File: src/hw/rtl/ile_pkg.sv
package ile_pkg;

   // field widths of the two channels
   localparam int POS_W   = 5;
   localparam int VALUE_W = 32;
   localparam int TOTAL_W = 5;

   // default sizing
   localparam int DEF_CAPACITY   = 16;
   localparam int DEF_DATA_WIDTH = 32;

   // command codes
   typedef enum logic [2:0] {
      CMD_INSERT = 3'd0,
      CMD_REMOVE = 3'd1,
      CMD_READ   = 3'd2,
      CMD_PUSH   = 3'd3,
      CMD_POP    = 3'd4,
      CMD_CLEAR  = 3'd5
   } cmd_type;

   // result status codes
   typedef enum logic [1:0] {
      ST_OK    = 2'd0,
      ST_RANGE = 2'd1,
      ST_FULL  = 2'd2,
      ST_EMPTY = 2'd3
   } status_type;

   typedef struct packed {
      logic [2:0]         command;
      logic [POS_W-1:0]   position;
      logic [VALUE_W-1:0] value;
   } req_type;

   typedef struct packed {
      logic [VALUE_W-1:0] read_value;
      logic [TOTAL_W-1:0] element_total;
      status_type         status;
   } rsp_type;

   // shift order broadcast to every cell
   typedef struct packed {
      logic shift_up;
      logic shift_down;
   } cell_ctrl_type;

endpackage

File: src/hw/rtl/ile_cell.sv
module ile_cell
   import ile_pkg::*;
#(
   parameter int CAPACITY   = DEF_CAPACITY,
   parameter int DATA_WIDTH = DEF_DATA_WIDTH,
   parameter int CELL_INDEX = 0,
   localparam int IDX_W     = (CAPACITY > 1) ? $clog2(CAPACITY) : 1
) (
   input  logic                  clock,
   input  cell_ctrl_type         ctrl,
   input  logic [IDX_W-1:0]      position,
   input  logic [DATA_WIDTH-1:0] new_value,
   input  logic [DATA_WIDTH-1:0] left_data,
   input  logic [DATA_WIDTH-1:0] right_data,
   output logic [DATA_WIDTH-1:0] data
);

   localparam logic [IDX_W-1:0] MY_INDEX = IDX_W'(CELL_INDEX);

   logic [DATA_WIDTH-1:0] data_ff;
   logic [DATA_WIDTH-1:0] data_in;

   // pick own entry, neighbor or new value
   always_comb begin
      data_in = data_ff;
      if (ctrl.shift_up) begin
         if (MY_INDEX > position) begin
            data_in = left_data;
         end else if (MY_INDEX == position) begin
            data_in = new_value;
         end
      end else if (ctrl.shift_down) begin
         if (MY_INDEX >= position) begin
            data_in = right_data;
         end
      end
   end

   always_ff @(posedge clock) begin
      data_ff <= data_in;
   end

   assign data = data_ff;

endmodule

File: src/hw/rtl/indexed_list_engine.sv
// channel | ports                          | transfer when
// --------+--------------------------------+------------------------
// request | req_valid, req_ready, req_data | req_valid && req_ready
// result  | rsp_valid, rsp_ready, rsp_data | rsp_valid && rsp_ready
//
// The row of cells shifts, loads or holds in the cycle of the transfer,
// and the result sits in an output register the next cycle. A new command
// is taken each cycle while the result side keeps up. Synchronous reset
// empties the list; entry contents are not cleared. While a result waits
// on rsp_ready the request side stalls.
module indexed_list_engine
   import ile_pkg::*;
#(
   parameter int CAPACITY   = DEF_CAPACITY,
   parameter int DATA_WIDTH = DEF_DATA_WIDTH
) (
   input  logic    clock,
   input  logic    reset,
   input  logic    req_valid,
   output logic    req_ready,
   input  req_type req_data,
   output logic    rsp_valid,
   input  logic    rsp_ready,
   output rsp_type rsp_data
);

   localparam int IDX_W = (CAPACITY > 1) ? $clog2(CAPACITY) : 1;
   localparam int CNT_W = $clog2(CAPACITY + 1);
   localparam int CMP_W = ((CNT_W > POS_W) ? CNT_W : POS_W) + 1;
   localparam logic [CMP_W-1:0] CAP_EXT = CMP_W'(CAPACITY);

   logic [CNT_W-1:0]      count_ff;
   logic [CNT_W-1:0]      count_in;
   logic                  rsp_valid_ff;
   logic                  rsp_valid_in;
   rsp_type               rsp_ff;
   rsp_type               rsp_in;

   logic                  req_xfer;
   logic [CMP_W-1:0]      cnt_ext;
   logic [CMP_W-1:0]      pos_ext;
   logic [CMP_W-1:0]      target;
   logic                  is_full;
   logic                  is_empty;
   cell_ctrl_type         ctrl;
   status_type            status;
   logic                  take_value;
   logic [DATA_WIDTH-1:0] new_value;
   logic [DATA_WIDTH-1:0] sel_data;
   logic [DATA_WIDTH-1:0] cell_data [CAPACITY];

   assign req_ready = !rsp_valid_ff || rsp_ready;
   assign req_xfer  = req_valid && req_ready;

   assign cnt_ext   = CMP_W'(count_ff);
   assign pos_ext   = CMP_W'(req_data.position);
   assign is_full   = (cnt_ext == CAP_EXT);
   assign is_empty  = (count_ff == '0);
   assign new_value = DATA_WIDTH'(req_data.value);

   // command decode and range checks
   always_comb begin
      ctrl       = '0;
      status     = ST_OK;
      take_value = 1'b0;
      target     = pos_ext;
      count_in   = count_ff;
      case (req_data.command)
         CMD_INSERT, CMD_PUSH: begin
            if (req_data.command == CMD_PUSH) begin
               target = cnt_ext;
            end
            if (req_data.command == CMD_INSERT && pos_ext > cnt_ext) begin
               status = ST_RANGE;
            end else if (is_full) begin
               status = ST_FULL;
            end else begin
               ctrl.shift_up = 1'b1;
               count_in      = count_ff + 1'b1;
            end
         end
         CMD_REMOVE, CMD_READ, CMD_POP: begin
            if (req_data.command == CMD_POP) begin
               target = cnt_ext - 1'b1;
            end
            if (is_empty) begin
               status = ST_EMPTY;
            end else if (req_data.command != CMD_POP && pos_ext >= cnt_ext) begin
               status = ST_RANGE;
            end else begin
               take_value = 1'b1;
               if (req_data.command != CMD_READ) begin
                  ctrl.shift_down = 1'b1;
                  count_in        = count_ff - 1'b1;
               end
            end
         end
         CMD_CLEAR: begin
            count_in = '0;
         end
         default: begin
         end
      endcase
      if (!req_xfer) begin
         ctrl     = '0;
         count_in = count_ff;
      end
   end

   // row of storage cells
   for (genvar i = 0; i < CAPACITY; i++) begin : g_cell
      logic [DATA_WIDTH-1:0] left_data;
      logic [DATA_WIDTH-1:0] right_data;
      if (i == 0) begin : g_first
         assign left_data = '0;
      end else begin : g_mid_l
         assign left_data = cell_data[i-1];
      end
      if (i == CAPACITY - 1) begin : g_last
         assign right_data = '0;
      end else begin : g_mid_r
         assign right_data = cell_data[i+1];
      end
      ile_cell #(
         .CAPACITY   (CAPACITY),
         .DATA_WIDTH (DATA_WIDTH),
         .CELL_INDEX (i)
      ) u_cell (
         .clock      (clock),
         .ctrl       (ctrl),
         .position   (target[IDX_W-1:0]),
         .new_value  (new_value),
         .left_data  (left_data),
         .right_data (right_data),
         .data       (cell_data[i])
      );
   end

   assign sel_data = cell_data[target[IDX_W-1:0]];

   // result register
   always_comb begin
      rsp_valid_in = rsp_valid_ff && !rsp_ready;
      rsp_in       = rsp_ff;
      if (req_xfer) begin
         rsp_valid_in         = 1'b1;
         rsp_in.read_value    = take_value ? VALUE_W'(sel_data) : '0;
         rsp_in.element_total = TOTAL_W'(count_in);
         rsp_in.status        = status;
      end
   end

   always_ff @(posedge clock) begin
      if (reset) begin
         count_ff     <= '0;
         rsp_valid_ff <= 1'b0;
      end else begin
         count_ff     <= count_in;
         rsp_valid_ff <= rsp_valid_in;
      end
   end

   always_ff @(posedge clock) begin
      rsp_ff <= rsp_in;
   end

   assign rsp_valid = rsp_valid_ff;
   assign rsp_data  = rsp_ff;

`ifndef SYNTHESIS
   a_count_bound: assert property (@(posedge clock) disable iff (reset)
      CMP_W'(count_ff) <= CAP_EXT)
      else $error("element count above capacity");

   a_error_holds: assert property (@(posedge clock) disable iff (reset)
      req_xfer && status != ST_OK |=> count_ff == $past(count_ff))
      else $error("failed command changed the count");

   a_error_zero: assert property (@(posedge clock) disable iff (reset)
      rsp_valid_ff && rsp_ff.status != ST_OK |-> rsp_ff.read_value == '0)
      else $error("error result carries data");

   a_clear_empties: assert property (@(posedge clock) disable iff (reset)
      req_xfer && req_data.command == CMD_CLEAR |=> count_ff == '0)
      else $error("clear left elements");
`endif

endmodule
File: config.mk
export PLATFORM = sky130hd
export DESIGN_NAME = indexed_list_engine
export DESIGN_NICKNAME = d
export VERILOG_FILES = /design/src/hw/rtl/ile_pkg.sv /design/src/hw/rtl/ile_cell.sv /design/src/hw/rtl/indexed_list_engine.sv
export SDC_FILE = /design/constraint.sdc
export NUM_CORES = 2
export LEC_CHECK = 0
export ABC_AREA = 1
export BUFFER_PORTS_ARGS = -buffer_cell sky130_fd_sc_hd__buf_2
export CORE_MARGIN = 4
export CORE_UTILIZATION = 30
export DETAILED_ROUTE_END_ITERATION = 8
export PLACE_DENSITY = 0.5
export RECOVER_POWER = 25
export SYNTH_ARGS = -nofsm -noshare
export SYNTH_HDL_FRONTEND = slang
export SYNTH_HIERARCHICAL = 1
export SYNTH_SLANG_ARGS = --single-unit
export TNS_END_PERCENT = 20
File: constraint.sdc
create_clock -name clock -period 12.6 [get_ports clock]
set_clock_uncertainty 0.1 [all_clocks]
set_input_delay 1.89 -clock clock [delete_from_list [all_inputs] [get_ports clock]]
set_output_delay 1.89 -clock clock [all_outputs]
set_load 0.005 [all_outputs]
* Yosys cells after proc, flatten, opt, wreduce, memory -nomap -nowiden
Cells that the tools add are included.
** Storage, ports and cells
- Input bits :: 44
- Output and inout bits :: 41
- Logic and storage cells :: 254
- Flip-flop bits (word level) :: 557
** Operators by class
- Reduce and logical (&&, ||, !) cells :: 45
- Add/subtract/negate cells :: 3
- Bitwise gates (word level) :: 1
- Eq/ne operators :: 39
- Muxes and demuxes :: 110
- Order comparisons :: 35
** Operator list (count)
- two-way mux 32 bit :: 82
- binary-select mux 32 bit (select 4 bit) :: 1
- != test 3 x 1 -> 1 bit, second input constant :: 16
- AND reduction 3 bit :: 16
- nonzero test 2 bit :: 17
- == test 4 bit, first input constant :: 8
- greater-or-equal comparator 4 bit, first input constant :: 8
- greater-than comparator 4 bit, first input constant :: 8
- two-way mux 5 bit :: 6
- == test 3 x 4 -> 1 bit, first input constant :: 4
- greater-or-equal comparator 3 x 4 -> 1 bit, first input constant :: 4
- greater-than comparator 3 x 4 -> 1 bit, first input constant :: 4
- case mux 5 bit (3 select lines) :: 1
- two-way mux 1 bit :: 12
- == test 2 x 4 -> 1 bit, first input constant :: 2
- greater-or-equal comparator 1 x 4 -> 1 bit, first input constant :: 2
- greater-or-equal comparator 2 x 4 -> 1 bit, first input constant :: 2
- greater-than comparator 1 x 4 -> 1 bit, first input constant :: 2
- greater-than comparator 2 x 4 -> 1 bit, first input constant :: 2
- two-way mux 2 bit :: 4
- two-way mux 4 bit :: 2
- case mux 4 bit (2 select lines) :: 1
- == test 3 x 2 -> 1 bit, second input constant :: 2
- == test 3 bit, second input constant :: 2
- 21 further kinds :: 25

* Longest topological paths before layout
- Word-level depth :: 8
- Gate-level depth with buffers :: 17
- Depth with buffers taken out :: 14

* By module
The synthesis kept the hierarchy.
** Modules (own cells, without submodules)
- indexed_list_engine :: sequential area each 1291.2 sq um, cells an instance 1688, times used 1, area each 9272.6 sq um
- ile_cell (g_cell[13].u_cell) :: sequential area each 960.9 sq um, cells an instance 281, times used 1, area each 2164.6 sq um
- ile_cell (g_cell[6].u_cell) :: sequential area each 960.9 sq um, cells an instance 279, times used 1, area each 2147.1 sq um
- ile_cell (g_cell[10].u_cell) :: sequential area each 960.9 sq um, cells an instance 281, times used 1, area each 2138.3 sq um
- ile_cell (g_cell[1].u_cell) :: sequential area each 960.9 sq um, cells an instance 281, times used 1, area each 2092.0 sq um
- ile_cell (g_cell[9].u_cell) :: sequential area each 960.9 sq um, cells an instance 280, times used 1, area each 2092.0 sq um
- ile_cell (g_cell[14].u_cell) :: sequential area each 960.9 sq um, cells an instance 282, times used 1, area each 2082.0 sq um
- ile_cell (g_cell[15].u_cell) :: sequential area each 960.9 sq um, cells an instance 277, times used 1, area each 2057.0 sq um
- ile_cell (g_cell[8].u_cell) :: sequential area each 960.9 sq um, cells an instance 277, times used 1, area each 2042.0 sq um
- ile_cell (g_cell[12].u_cell) :: sequential area each 960.9 sq um, cells an instance 280, times used 1, area each 2030.7 sq um
- ile_cell (g_cell[2].u_cell) :: sequential area each 960.9 sq um, cells an instance 278, times used 1, area each 2024.4 sq um
- ile_cell (g_cell[3].u_cell) :: sequential area each 960.9 sq um, cells an instance 277, times used 1, area each 2024.4 sq um
- ile_cell (g_cell[7].u_cell) :: sequential area each 960.9 sq um, cells an instance 278, times used 1, area each 2016.9 sq um
- ile_cell (g_cell[5].u_cell) :: sequential area each 960.9 sq um, cells an instance 282, times used 1, area each 2014.4 sq um
- +3 rows

* Worst setup path after synthesis
No wires, ideal clock.
- Path type :: input port to flip-flop
- Start point :: in req_data[34] in the netlist's numbering
- End point :: reg g_cell[5].u_cell.data_ff[0], enable pin
- Stages :: 11
- Buffers on the path :: 1
- Required time :: 12.030 ns
- Arrival time :: 6.474 ns
- Setup time :: 0.470 ns
- Slack :: 5.556 ns
- Cell sequence :: ha_1 -> nand2_1 -> inv_1 -> o21ai_0 -> nand3_1 -> nand2_1 -> nand2_1 -> nor3_1 -> buf_2 -> nor2_1 -> a211oi_1
** RTL lines
- from (decl) :: RTL line indexed_list_engine.sv:21 : input req_type req_data,
- to (signal assigned) :: RTL line ile_cell.sv:40 : data_ff <= data_in;
- to (decl) :: RTL line ile_cell.sv:20 : logic [DATA_WIDTH-1:0] data_ff;

==> reports/qor.txt <==
===============================================================================
Power consumption                                                      5.652 mW
Count of final setup violators                                                0
Worst Path Max Fanout                                                        62
Die X-Extent                                                           381.2 µm
Critical path type                                                 primary input to flip-flop
Cell area power density                                            126.7 nW/µm²
Detailed Route WL                                                      146.7 mm
Syn Inst Count                                                             6016
Count of vias placed by the detailed router                               37140
Share of cells above drive strength 1                                    6.529%
Stage delay of the slowest cell on the critical path                    2420 ps
HPWL after detailed placement                                          90.99 mm
Critical path data required time                                       12870 ps
TritonCTS clock tree                                                        yes
Type of the worst min-delay path                                   flip-flop to flip-flop
Run status                                                         complete, but fails checks
Hold path start                                                       rsp_valid
Dominant cells by area after synthesis                             sky130_fd_sc_hd__edfxtp_1 40%, sky130_fd_sc_hd__nand3_1 16%, sky130_fd_sc_hd__nand2_1 16%, sky130_fd_sc_hd__inv_1 13%, sky130_fd_sc_hd__nand3b_1 2.9%
FF+latch count, synth                                                       557
Placer congestion estimate                                               0.8070
CTS clk-pin slew, worst paths                                             50 ps
Average detailed-routed wire length per instance                       19.00 µm
Non-filler cells in the finished layout                                    7722
Nets                                                                       5926
Post-detailed-route via-to-cell ratio                                     4.809
Post-CTS Setup Repair Bufs                                                    0
Post-Place Cells                                                           7593
Number of fill cells in the layout                                        15010
Level count of the clock H-tree                                               3
Initial core utilization                                                 30.31%
Port Buffer Count                                                            84
Via count of the first global-routing pass                                35090
Reg-to-reg startpoint                                               count_ff[0]
Post-detailed-placement cell area                                     42570 µm²
DIE AREA                                                             145300 µm²
Largest net degree at the start of global routing                           159
Number of ports placed on the die boundary                                   85
First-pass detailed-route iteration total                                     5
Critical Path Sink Type                                               flip-flop
Mean instance size in the synthesized netlist                         6.944 µm²
CTS-repair resized insts                                                      0
Antenna-violating nets left                                                   0
First-pass GRT wire length                                             224.0 mm
Worst-path cell chain                                              buf_2 > ha_1 > nand2_1 > nor3b_1 > nor2_1 > nand2_1 > nand2_1 > nor3_1 > clkbuf_1 > clkbuf_1 > inv_2 > nand2_1 > nand2_1
Number of violations of the max-capacitance limit                            17
Worst setup slack before clock tree synthesis                           6107 ps
Most common cell after layout, fill and taps aside                 sky130_fd_sc_hd__nand2_1
Number of DRC violations after detailed-routing iteration 0                3781
Cell seen most often among critical-path stages                    sky130_fd_sc_hd__nand2_1
Violations in the final reports                                    max-capacitance violations, max-slew violations
Total routing resource utilization after global routing                  19.50%
Critical path origin                                               req_data[36]
Final sum of negative setup slack                                          0 ps
Worst IR Drop VDD                                                    0.08631 mV
Drt drc                                                                       0
Root Buffer Master                                                 sky130_fd_sc_hd__clkbuf_16
Cell with the biggest individual delay on the critical path        sky130_fd_sc_hd__clkbuf_1
Number of endpoints with negative hold slack in the final report              0
Clk sink count                                                              557
Max Slew Vio Count                                                          824
Post-synth design cell area                                           41780 µm²
Hold buffer count at CTS                                                      0
Setup repair after global routing missed its margin                          no
Cell leakage power                                                     23.04 nW
Count of yosys warnings during synthesis                                      6
Transition at the pin with the smallest max-transition slack            3771 ps
Final worst-path setup slack                                            3881 ps
Critical Path Start Type                                           primary input
Unique masters post-synth                                                    47
Area growth, synth to finish                                             6.832%
Antenna violations before repair                                              3
Die height                                                             381.2 µm
Worst skew pair latency                                                  640 ps
Number of rows created at floorplan                                         136
Final critical path time including I/O delays and setup                 8719 ps
Worst max-slew margin expressed relative to the limit                   -151.4%
Final clock period utilization by the worst path                         69.20%
Sequential share of the synthesized area                                 39.89%
F_max                                                                 114.7 MHz
Leftover overflow at the end of global routing                                0
Number of buffers created by CTS                                             74
Highest-count cells in the layout ignoring fill and taps           1768 x sky130_fd_sc_hd__nand2_1, 1403 x sky130_fd_sc_hd__inv_1, 1344 x sky130_fd_sc_hd__nand3_1
CTS Buffer Depth                                                              3
Synth area leader                                                  sky130_fd_sc_hd__edfxtp_1
Final design instance area without fill                               44630 µm²
Top-area cell type share of the netlist area                             39.61%
Placeable Area                                                       137800 µm²
Worst Path Arrival                                                      8990 ps
===============================================================================
==> per-stage QoR <==
stage | util, % | hold slack (ps)
6_report | 32.38 | 433.0
3_5_place_dp | 30.89 | 411.0
5_1_grt | 32.38 | 449.8
4_1_cts | 32.51 | 421.6
3_3_place_gp | 30.89 | 397.9
2_1_floorplan | - | 410.6
==> cell families after synthesis <==
logic type,share of synthesized area [%]
buffers and inverters,19.04
DFF,39.89
adders and majority gates,0.2096
and+or+nand+nor,39.09
other,0.008977
AOI/OAI and AO/OA,1.659
xor gates and xnor gates,0.1048
==> registers in the layout (all words and copies together), names as in the netlist <==
| name | count |
|---|---|
| rsp_data | 39 |
| count_ff | 5 |
| g_cell.u_cell/data | 512 |
| rsp_valid | 1 |
==> report_power, final <==
group	leakage [nW]	switching, mW	internal [mW]	total [mW]
clock network	1.11	0.876	1.18	2.06
registers	5.11	0.0641	2.16	2.23
logic	16.8	1.02	0.346	1.37
total	23.0	1.96	3.69	5.65
==> cell type report <==
class | instances | area, µm² | share of cell area (%)
multi-input cells | 3682 | 17330 | 38.83
flip-flops and latches | 557 | 16670 | 37.34
inverters | 1421 | 5355 | 12.00
well taps | 1794 | 2245 | 5.030
clock buffers | 93 | 2007 | 4.497
repair buffers | 139 | 790.8 | 1.772
clock inverters | 35 | 235.2 | 0.5271
diodes | 1 | 2.502 | 0.005607
==> synthesized netlist by cell type (all sizes together) <==
cell / n
nand2: 1899
a21o: 1
a22oi: 1
buf: 337
ha: 7
xor2: 4
dfxtp: 6
o21ai: 50
inv: 1420
or2: 2
nor3b: 1
xnor2: 1
nor3: 2
o21a: 4
nand3b: 160
nand4: 67
clkbuf: 50
a21oi: 41
edfxtp: 551
a31oi: 1
conb: 1
o211a: 1
clkinv: 1
o22ai: 4
nand3: 1365
a211oi: 1
nor2: 35
o211ai: 3
==> per-layer routing <==
| layer | part of all wire, % | up-vias | global-route usage, % |
|---|---|---|---|
| li1 | - | 18390 | - |
| met1 | 48 | 17300 | 29.02 |
| met2 | 43 | 1303 | 29.72 |
| met3 | 7.2 | 146 | 2.944 |
| met4 | 1.5 | 0 | 4.237 |
| met5 | 0 | - | 0 |
==> critical path: cells and delay by family <==
kind          cells  cell delay (ps)
fa+ha+maj         1              280
buf+inv           4             5190
simple gates      8             1560
==> path summary, 6_finish.rpt <==
path         slack [ps]                         end  depth (start not counted)
min                 430                   rsp_valid                          2
min reg2reg         430                   rsp_valid                          2
max reg2reg        4440                rsp_data[18]                         12
max                3880  g_cell[12].u_cell/data[23]                         13
Power figures use the tool's default switching activity.
